[src/rtl/idrm_pkg.sv]
`default_nettype none
// ----------------------------------------------------------------------------
// idrm_pkg: shared types and constants of the id range map table
// Table size, operation and status codes, entry and result layouts, and the
// command and status groups between controller and datapath.
// ----------------------------------------------------------------------------
package idrm_pkg;

  localparam int TABLE_ENTRIES = 16;
  localparam int IDX_W  = (TABLE_ENTRIES > 1) ? $clog2(TABLE_ENTRIES) : 1;
  localparam int PASS_W = $clog2(TABLE_ENTRIES + 1);

  typedef enum logic [2:0] {
    OP_WRITE   = 3'd0,
    OP_XLATE   = 3'd1,
    OP_NS_FIND = 3'd2,
    OP_REUSE   = 3'd3,
    OP_FREE    = 3'd4
  } op_t;

  typedef enum logic [1:0] {
    ST_OK   = 2'd0,
    ST_MISS = 2'd1,
    ST_FULL = 2'd2
  } status_t;

  // lookup key and range selection for the compare
  typedef enum logic [1:0] {
    KEY_HOST_Q = 2'd0,
    KEY_NS_Q   = 2'd1,
    KEY_NS_F   = 2'd2
  } key_sel_t;

  // how the result register is loaded
  typedef enum logic [2:0] {
    RES_DONE     = 3'd0,
    RES_MISS     = 3'd1,
    RES_HOST_HIT = 3'd2,
    RES_NS_HIT   = 3'd3,
    RES_FREE     = 3'd4,
    RES_ALLOC    = 3'd5
  } res_sel_t;

  typedef struct packed {
    logic        kind;
    logic [31:0] ns_base;
    logic [31:0] host_base;
    logic [31:0] span;
  } entry_t;

  localparam int ENTRY_W = $bits(entry_t);

  typedef struct packed {
    status_t     status;
    logic [31:0] result_id;
    logic [3:0]  hit_slot;
    logic        kind;
    logic [31:0] ns_base;
    logic [31:0] host_base;
    logic [31:0] span;
  } result_t;

  typedef struct packed {
    logic     cap;
    logic     table_wr;
    logic     scan_start;
    logic     scan_run;
    key_sel_t key_sel;
    logic     free_init;
    logic     free_step;
    logic     res_load;
    res_sel_t res_sel;
    logic     out_load;
  } cmd_t;

  typedef struct packed {
    logic slot_ok;
    logic hit;
    logic miss_end;
    logic pass_last;
    logic out_free;
  } stat_t;

endpackage
`default_nettype wire

[src/rtl/id_range_map_table.sv]
`default_nettype none
// ----------------------------------------------------------------------------
// id_range_map_table: ordered table of user/group id range mappings
// Slot writes, host-to-namespace translation, namespace entry lookup,
// reuse-or-propose mapping and lowest free namespace id search.
// ----------------------------------------------------------------------------
// One request is handled at a time; every request gives exactly one result.
// Entries sit in a single-read-port RAM and are scanned in slot order at one
// entry per cycle. A slot write or an unknown op loads the result register
// when accepted; a lookup loads it at the first hit or after the last slot;
// the free-id search rescans from slot 0 after each covering range, up to
// TABLE_ENTRIES+1 passes, and needs a single pass when id 0 is free. A
// reuse-or-allocate miss runs the lookup and then the free-id search. Each
// result moves on to the output register once the output side is free. The
// output register lets a new request be accepted while the previous result
// waits for m_tready.
// Range ends are compared 33 bits wide; a free id of 2^32 or more reports
// status "no free id". Entries never written read as empty.
// ----------------------------------------------------------------------------
module id_range_map_table (
  input  wire logic         clk,
  input  wire logic         rst,
  // request stream
  input  wire logic         s_tvalid,
  output logic              s_tready,
  input  wire logic [135:0] s_tdata,  // slot[3:0], slot_valid[4], ns_base[36:5],
                                      // host_base[68:37], span[100:69],
                                      // query_id[132:101], zero pad[135:133]
  input  wire logic [3:0]   s_tuser,  // op[2:0], id_kind[3]
  // result stream
  output logic              m_tvalid,
  input  wire logic         m_tready,
  output logic [135:0]      m_tdata,  // result_id[31:0], hit_slot[35:32],
                                      // out_ns_base[67:36], out_host_base[99:68],
                                      // out_span[131:100], zero pad[135:132]
  output logic [2:0]        m_tuser   // status[1:0], out_kind[2]
);
  import idrm_pkg::*;

  cmd_t    cmd;
  stat_t   stat;
  result_t res;
  logic    in_fire;
  op_t     in_op;

  assign in_fire = s_tvalid & s_tready;
  assign in_op   = op_t'(s_tuser[2:0]);

  // sequence the request
  idrm_ctrl u_ctrl (
    .clk      (clk),
    .rst      (rst),
    .in_fire  (in_fire),
    .in_op    (in_op),
    .in_ready (s_tready),
    .stat     (stat),
    .cmd      (cmd)
  );

  // hold the table, compare ranges, build the result
  idrm_dp u_dp (
    .clk           (clk),
    .rst           (rst),
    .cmd           (cmd),
    .stat          (stat),
    .in_slot       (s_tdata[3:0]),
    .in_slot_valid (s_tdata[4]),
    .in_kind       (s_tuser[3]),
    .in_ns_base    (s_tdata[36:5]),
    .in_host_base  (s_tdata[68:37]),
    .in_span       (s_tdata[100:69]),
    .in_query_id   (s_tdata[132:101]),
    .out_valid     (m_tvalid),
    .out_res       (res),
    .out_ready     (m_tready)
  );

  // pack the result fields, lowest first
  assign m_tdata = {4'd0, res.span, res.host_base, res.ns_base, res.hit_slot,
                    res.result_id};
  assign m_tuser = {res.kind, res.status};

  // an accepted request takes the block out of the idle state, so it is not ready in the following cycle
  a_busy_after_accept : assert property (@(posedge clk) disable iff (rst)
    in_fire |=> !s_tready)
    else $error("request accepted while previous request still in progress");

  // the status code is one of the three defined values
  a_status_code : assert property (@(posedge clk) disable iff (rst)
    m_tvalid |-> (m_tuser[1:0] != 2'd3))
    else $error("undefined status code on result");

  // "no free id" carries no mapping
  a_full_is_empty : assert property (@(posedge clk) disable iff (rst)
    (m_tvalid && (m_tuser[1:0] == ST_FULL)) |-> ((m_tdata == '0) && !m_tuser[2]))
    else $error("no-free-id result carries data");

  // the output register is only loaded when the output side can take it
  a_load_when_free : assert property (@(posedge clk) disable iff (rst)
    cmd.out_load |-> (!m_tvalid || m_tready))
    else $error("result overwritten before it was taken");

endmodule
`default_nettype wire

[src/rtl/idrm_ram.sv]
`default_nettype none
// ----------------------------------------------------------------------------
// idrm_ram: generic simple dual-port RAM
// One write port, one read port with registered read data.
// ----------------------------------------------------------------------------
module idrm_ram #(
  parameter int WIDTH = 8,
  parameter int DEPTH = 16
) (
  input  wire logic                                      clk,
  input  wire logic                                      we,
  input  wire logic [((DEPTH > 1) ? $clog2(DEPTH) : 1)-1:0] waddr,
  input  wire logic [WIDTH-1:0]                          wdata,
  input  wire logic                                      re,
  input  wire logic [((DEPTH > 1) ? $clog2(DEPTH) : 1)-1:0] raddr,
  output logic      [WIDTH-1:0]                          rdata
);

  logic [WIDTH-1:0] mem [DEPTH];

  always_ff @(posedge clk) begin
    if (we) begin
      mem[waddr] <= wdata;
    end
    if (re) begin
      rdata <= mem[raddr];
    end
  end

endmodule
`default_nettype wire

[src/rtl/idrm_ctrl.sv]
`default_nettype none
// ----------------------------------------------------------------------------
// idrm_ctrl: operation sequencer
// Decode the request, run table scans and free-id passes, hand off results.
// ----------------------------------------------------------------------------
module idrm_ctrl (
  input  wire logic            clk,
  input  wire logic            rst,
  input  wire logic            in_fire,
  input  wire idrm_pkg::op_t   in_op,
  output logic                 in_ready,
  input  wire idrm_pkg::stat_t stat,
  output idrm_pkg::cmd_t       cmd
);
  import idrm_pkg::*;

  typedef enum logic [4:0] {
    S_IDLE  = 5'b00001,
    S_SCAN  = 5'b00010,
    S_FREE  = 5'b00100,
    S_FLOAD = 5'b01000,
    S_RESP  = 5'b10000
  } state_t;

  state_t state, state_next;
  op_t    op_q;

  always_ff @(posedge clk) begin
    if (rst) begin
      state <= S_IDLE;
    end else begin
      state <= state_next;
    end
  end

  always_ff @(posedge clk) begin
    if (in_fire) begin
      op_q <= in_op;
    end
  end

  assign in_ready = (state == S_IDLE);

  always_comb begin
    state_next = state;
    cmd        = '0;
    cmd.key_sel = KEY_HOST_Q;
    cmd.res_sel = RES_MISS;
    case (state)
      S_IDLE: begin
        if (in_fire) begin
          cmd.cap = 1'b1;
          case (in_op)
            OP_WRITE: begin
              cmd.table_wr = stat.slot_ok;
              cmd.res_load = 1'b1;
              cmd.res_sel  = stat.slot_ok ? RES_DONE : RES_MISS;
              state_next   = S_RESP;
            end
            OP_XLATE, OP_REUSE, OP_NS_FIND: begin
              cmd.scan_start = 1'b1;
              state_next     = S_SCAN;
            end
            OP_FREE: begin
              cmd.free_init  = 1'b1;
              cmd.scan_start = 1'b1;
              state_next     = S_FREE;
            end
            default: begin
              cmd.res_load = 1'b1;
              cmd.res_sel  = RES_MISS;
              state_next   = S_RESP;
            end
          endcase
        end
      end
      S_SCAN: begin
        cmd.scan_run = 1'b1;
        cmd.key_sel  = (op_q == OP_NS_FIND) ? KEY_NS_Q : KEY_HOST_Q;
        if (stat.hit) begin
          cmd.res_load = 1'b1;
          cmd.res_sel  = (op_q == OP_NS_FIND) ? RES_NS_HIT : RES_HOST_HIT;
          state_next   = S_RESP;
        end else if (stat.miss_end) begin
          if (op_q == OP_REUSE) begin
            cmd.free_init  = 1'b1;
            cmd.scan_start = 1'b1;
            state_next     = S_FREE;
          end else begin
            cmd.res_load = 1'b1;
            cmd.res_sel  = RES_MISS;
            state_next   = S_RESP;
          end
        end
      end
      S_FREE: begin
        cmd.scan_run = 1'b1;
        cmd.key_sel  = KEY_NS_F;
        if (stat.hit) begin
          // advance the candidate past the covering range, rescan unless out of passes
          cmd.free_step = 1'b1;
          if (stat.pass_last) begin
            state_next = S_FLOAD;
          end else begin
            cmd.scan_start = 1'b1;
          end
        end else if (stat.miss_end) begin
          state_next = S_FLOAD;
        end
      end
      S_FLOAD: begin
        cmd.key_sel  = KEY_NS_F;
        cmd.res_load = 1'b1;
        cmd.res_sel  = (op_q == OP_REUSE) ? RES_ALLOC : RES_FREE;
        state_next   = S_RESP;
      end
      S_RESP: begin
        if (stat.out_free) begin
          cmd.out_load = 1'b1;
          state_next   = S_IDLE;
        end
      end
      default: begin
        state_next = S_IDLE;
      end
    endcase
  end

endmodule
`default_nettype wire

[src/rtl/idrm_dp.sv]
`default_nettype none
// ----------------------------------------------------------------------------
// idrm_dp: table storage, range compare and result registers
// Entry RAM with valid flops, one-entry-per-cycle scan, free-id candidate.
// ----------------------------------------------------------------------------
module idrm_dp (
  input  wire logic             clk,
  input  wire logic             rst,
  input  wire idrm_pkg::cmd_t   cmd,
  output idrm_pkg::stat_t       stat,
  input  wire logic [3:0]       in_slot,
  input  wire logic             in_slot_valid,
  input  wire logic             in_kind,
  input  wire logic [31:0]      in_ns_base,
  input  wire logic [31:0]      in_host_base,
  input  wire logic [31:0]      in_span,
  input  wire logic [31:0]      in_query_id,
  output logic                  out_valid,
  output idrm_pkg::result_t     out_res,
  input  wire logic             out_ready
);
  import idrm_pkg::*;

  localparam logic [IDX_W-1:0] LAST_IDX = IDX_W'(TABLE_ENTRIES - 1);

  logic [TABLE_ENTRIES-1:0] valid;
  logic [IDX_W-1:0]         waddr;
  logic [IDX_W-1:0]         addr;
  logic [IDX_W-1:0]         cmp_idx;
  logic                     cmp_live;
  logic                     issued_all;
  logic [ENTRY_W-1:0]       rd_data;
  entry_t                   ent;
  entry_t                   wr_ent;

  logic                     q_kind;
  logic [31:0]              q_id;
  logic [32:0]              f;
  logic [PASS_W-1:0]        pass;

  logic [32:0]              key;
  logic [32:0]              lo;
  logic [32:0]              hi;
  logic [31:0]              base;
  logic                     match;
  result_t                  res;
  result_t                  res_next;

  assign waddr  = IDX_W'(in_slot);
  assign wr_ent = '{kind: in_kind, ns_base: in_ns_base, host_base: in_host_base,
                    span: in_span};

  idrm_ram #(
    .WIDTH (ENTRY_W),
    .DEPTH (TABLE_ENTRIES)
  ) u_ram (
    .clk   (clk),
    .we    (cmd.table_wr & in_slot_valid),
    .waddr (waddr),
    .wdata (wr_ent),
    .re    (cmd.scan_run),
    .raddr (addr),
    .rdata (rd_data)
  );

  assign ent = entry_t'(rd_data);

  // valid bits and scan control
  always_ff @(posedge clk) begin
    if (rst) begin
      valid      <= '0;
      cmp_live   <= 1'b0;
      issued_all <= 1'b0;
      addr       <= '0;
    end else begin
      if (cmd.table_wr) begin
        valid[waddr] <= in_slot_valid;
      end
      if (cmd.scan_start) begin
        addr       <= '0;
        cmp_live   <= 1'b0;
        issued_all <= 1'b0;
      end else if (cmd.scan_run) begin
        cmp_live <= ~issued_all;
        if (addr == LAST_IDX) begin
          issued_all <= 1'b1;
        end else begin
          addr <= addr + 1'b1;
        end
      end else begin
        cmp_live <= 1'b0;
      end
    end
  end

  // query capture and free-id candidate
  always_ff @(posedge clk) begin
    if (cmd.scan_run) begin
      cmp_idx <= addr;
    end
    if (cmd.cap) begin
      q_kind <= in_kind;
      q_id   <= in_query_id;
    end
    if (cmd.free_init) begin
      f    <= '0;
      pass <= '0;
    end else if (cmd.free_step) begin
      f    <= hi;
      pass <= pass + 1'b1;
    end
  end

  // range compare on the entry read last cycle
  always_comb begin
    base = (cmd.key_sel == KEY_HOST_Q) ? ent.host_base : ent.ns_base;
    case (cmd.key_sel)
      KEY_HOST_Q, KEY_NS_Q: key = {1'b0, q_id};
      KEY_NS_F:             key = f;
      default:              key = {1'b0, q_id};
    endcase
    lo    = {1'b0, base};
    hi    = {1'b0, base} + {1'b0, ent.span};
    match = cmp_live & valid[cmp_idx] & (ent.kind == q_kind) & (key >= lo) & (key < hi);
  end

  always_comb begin
    stat.slot_ok   = ({28'd0, in_slot} < 32'(TABLE_ENTRIES));
    stat.hit       = match;
    stat.miss_end  = cmp_live & ~match & (cmp_idx == LAST_IDX);
    stat.pass_last = (pass == PASS_W'(TABLE_ENTRIES));
    stat.out_free  = ~out_valid | out_ready;
  end

  always_comb begin
    res_next        = '0;
    res_next.status = ST_MISS;
    case (cmd.res_sel)
      RES_DONE: begin
        res_next.status = ST_OK;
      end
      RES_MISS: begin
        res_next.status = ST_MISS;
      end
      RES_HOST_HIT, RES_NS_HIT: begin
        res_next.status    = ST_OK;
        res_next.result_id = (cmd.res_sel == RES_HOST_HIT) ?
                             (q_id - ent.host_base + ent.ns_base) : 32'd0;
        res_next.hit_slot  = 4'(cmp_idx);
        res_next.kind      = ent.kind;
        res_next.ns_base   = ent.ns_base;
        res_next.host_base = ent.host_base;
        res_next.span      = ent.span;
      end
      RES_FREE: begin
        if (f[32]) begin
          res_next.status = ST_FULL;
        end else begin
          res_next.status    = ST_OK;
          res_next.result_id = f[31:0];
        end
      end
      RES_ALLOC: begin
        if (f[32]) begin
          res_next.status = ST_FULL;
        end else begin
          res_next.status    = ST_MISS;
          res_next.result_id = f[31:0];
          res_next.kind      = q_kind;
          res_next.ns_base   = f[31:0];
          res_next.host_base = q_id;
          res_next.span      = 32'd1;
        end
      end
      default: begin
        res_next.status = ST_MISS;
      end
    endcase
  end

  always_ff @(posedge clk) begin
    if (cmd.res_load) begin
      res <= res_next;
    end
    if (cmd.out_load) begin
      out_res <= res;
    end
  end

  always_ff @(posedge clk) begin
    if (rst) begin
      out_valid <= 1'b0;
    end else if (cmd.out_load) begin
      out_valid <= 1'b1;
    end else if (out_ready) begin
      out_valid <= 1'b0;
    end
  end

endmodule
`default_nettype wire
[config.mk]
export PLATFORM = sky130hd
export DESIGN_NAME = id_range_map_table
export DESIGN_NICKNAME = d
export VERILOG_FILES = /design/src/rtl/idrm_pkg.sv /design/src/rtl/id_range_map_table.sv /design/src/rtl/idrm_ram.sv /design/src/rtl/idrm_ctrl.sv /design/src/rtl/idrm_dp.sv
export SDC_FILE = /design/constraint.sdc
export NUM_CORES = 2
export LEC_CHECK = 0
export BUFFER_PORTS_ARGS = -buffer_cell sky130_fd_sc_hd__buf_2
export CORE_UTILIZATION = 56
export CTS_BUF_LIST = sky130_fd_sc_hd__clkbuf_4 sky130_fd_sc_hd__clkbuf_8 sky130_fd_sc_hd__clkbuf_16
export CTS_CLUSTER_SIZE = 14
export DETAILED_ROUTE_END_ITERATION = 10
export GPL_ROUTABILITY_DRIVEN = 0
export PLACE_DENSITY_LB_ADDON = 0.3
export SYNTH_ARGS = -nofsm -noshare
export SYNTH_HDL_FRONTEND = slang
export SYNTH_SLANG_ARGS = --single-unit
export TNS_END_PERCENT = 30
[constraint.sdc]
create_clock -name clk -period 11.7 [get_ports clk]
set_input_delay 0.585 -clock clk [delete_from_list [all_inputs] [get_ports clk]]
set_output_delay 0.585 -clock clk [all_outputs]
set_load 0.1 [all_outputs]
==> metrics.csv <==
metric,value,unit
# rows,139,
vias in the first global route,40300,
Sink Count,2025,
crit end category,register,
"CTS clk-pin slew, worst paths",0.06,ns
antenna-violating nets left,0,
RSZ-0062 raised after global routing,false,
M1 GR Usage,40.7,%
Setup Crit Path Kind,reg -> reg,
Worst EP arrival,9.68,ns
"Slew Viols, Final",0,
Routed WL,204000,um
post-synthesis cell type count,74,
Slew @ Worst Pin,1.41,ns
Fillers,9410,
"commonest non-fill, non-tap cell in the layout",edfxtp_1,
PostCTS Resize Cnt,0,
TNS Setup,0,ns
period utilisation layout,76.2,%
Max VDD drop,0.161,mV
vias per cell,6.39,
DIE AREA,146000,um2
H-tree depth,4,
Static Leak,30.0,nW
Yosys Warn Count,0,
die height,382,um
antenna violations before repair,43,
IO Pins,285,
GR peak layer,met2,
register area,60200,um2
vias,41200,
GR Overflow Total,0,
Most used DFF post-synth,edfxtp_1,
Hold WS,0.0877,ns
final worst clock skew,0.0680,ns
status,completed,
# port buffers,277,
CTS tree,done,
Post-synth ARST share,0,%
Clock Latency Late Sink,0.84,ns
Iter 0 DRT Violations,5274,
Mapped Area,80900,um2
drt drc,0,
drt first pass iters,6,
core area,143000,um2
Non-Filler Instances,6456,
synthesized instance count,3987,
Total GRT Usage,28.1,%
Period minus WS final,8.92,ns
"Max FO, Critical Path",61,
share of cells above drive strength 1,27.1,%
Hold WC Path Type,in -> reg,
Post-Place Cell Area,84700,um2
Post-synth EDFFs,1959,
Max Buffers Root-to-Sink,3,
Synth Register Bits,2025,
CTS root buf,clkbuf_16,
slew margin rel.,6.27,%
"Avg Cell Area, Syn",20.3,um2
"leading cell types in the layout, fill and taps excluded","edfxtp_1 (1959), mux4_2 (490), buf_2 (277), inv_1 (200), clkbuf_16 (197)",
total power,16.1,mW
initial core utilization,56.4,%
Final Hold Vio Count,0,
worst setup margin,2.78,ns
routed len/inst,31.6,um
area of the multi-input gates,19500,um2
pre-CTS WS,3.02,ns
sequential share of the synthesized area,74.3,%
P&R area growth vs syn,13.5,%
fin area,91900,um2
final setup violation count,0,
Num CTS Buffers,195,
Final Util,64.0,%
met2 Usage GRT,42.9,%
global-route wire length before repair,289000,um
crit start category,register,
Nets,4685,
max frequency,112,MHz
max_cap viols,0,
Placed Cells,6050,
grt met3 use,7.20,%
largest net degree at the start of global routing,149,
DIE WIDTH,382,um
pwr dens,176,nW/um2
required time of the critical path,12.46,ns
DP Wirelength,110000,um
synth_stat cells (9+ instances only):
cell type / number / area (um2)
a21o_1: 37 / 278
nand2_1: 104 / 390
nand4_1: 20 / 125
dfxtp_1: 66 / 1320
fa_1: 32 / 641
ha_1: 131 / 1640
xnor2_1: 28 / 245
inv_1: 211 / 792
mux2_2: 37 / 417
nand2b_1: 16 / 100
a21oi_1: 92 / 460
xor2_1: 33 / 289
nor2b_1: 24 / 150
buf_2: 13 / 65.1
nand3_1: 29 / 145
mux2i_1: 30 / 300
edfxtp_1: 1959 / 58800
o21bai_1: 9 / 67.6
or2_2: 12 / 75.1
nand3b_1: 13 / 97.6
a22o_1: 69 / 604
buf_1: 23 / 86.3
and2_1: 51 / 319
nor3_1: 22 / 110
o21ai_0: 110 / 551
nor2_1: 75 / 282
mux4_2: 490 / 11000
clkbuf_1: 122 / 458
a211oi_1: 16 / 120
o31ai_1: 9 / 67.6
layout make-up:
type                       count  share of cell area, %
clock buffer                 253                   5.89
sequential                  2025                   65.5
multi-input combinational   1589                   21.2
tap                         1903                   2.59
timing repair buffer         356                   2.41
clock inverter               110                   1.48
inverter                     211                  0.914
antenna                        9                 0.0245
cell families after synthesis:
family / after synthesis / synth area share [%]
AND/OR/NAND/NOR: 402 / 2.55
AO/OA/AOI/OAI: 402 / 3.35
adder cells (fa/ha/maj): 163 / 2.82
flip-flops: 2025 / 74.3
multiplexers: 557 / 14.5
buffers and inverters: 376 / 1.80
XOR/XNOR: 61 / 0.660
other: 1 / 0.00463
sequential cells by signal, indices dropped and copies added, names as in the netlist:
register and flops:
u_dp.f 33, u_dp.valid 16, u_dp.cmp_idx 4, u_dp.q_id 32, u_dp.issued_all 1, u_dp.out_res 135, u_ctrl.state 5, u_dp.out_valid 1
u_ctrl.op_q 3, u_dp.u_ram.rdata 97, u_dp.q_kind 1, u_dp.u_ram.mem 1552, u_dp.cmp_live 1, u_dp.pass 5, u_dp.addr 4, u_dp.res 135
report_power, final:
part	switching, mW	internal [mW]
combinational	0.866	0.525
sequential	0.130	8.09
clock	2.72	3.81
total	3.71	12.4
layer usage:
metal	part of all wire, %	routed length (um)
met5	0.051	105
met4	2.8	5640
met3	11	23100
met2	47	95400
met1	39	79700
timing repair:
item / in CTS / in global routing
endpoints found under the hold margin: 34 / 0
hold buffers: 34 / 0
setup buffers: 0 / 0
worst max-delay path, stage by stage, from the launching register on:
cell and delay [ns]:
dfxtp_1 0.43, xnor2_1 0.09, or4_2 0.53, buf_4 0.36, o21ai_4 0.12, buf_4 0.51
mux2_2 0.31, ha_1 0.20, inv_1 0.08, fa_1 0.44, nand2b_1 0.19, a21oi_1 0.27
o211ai_1 0.26, a211oi_1 0.47, o21ai_0 0.35, a31oi_1 0.36, o21ai_0 0.17, o31ai_1 0.11
ha_1 0.27, and3_1 0.19, a221o_1 0.36, a221oi_1 0.44, o311a_1 0.35, o211ai_4 0.15
a211oi_4 0.61, buf_4 0.58, o311ai_0 0.36, a21oi_1 0.19
path summary, 6_finish.rpt:
kind,start,endpoint,slack (ns),depth (start not counted)
worst max-delay path,u_ctrl.state[2],u_dp.f[26],2.78,27
worst min-delay path,s_tdata[130],u_dp.q_id[29],0.09,1
worst max register to register,u_ctrl.state[2],u_dp.f[26],2.78,27
worst min register to register,u_dp.res[2],u_dp.out_res[2],0.39,0
(Power assumes the default switching activity.)
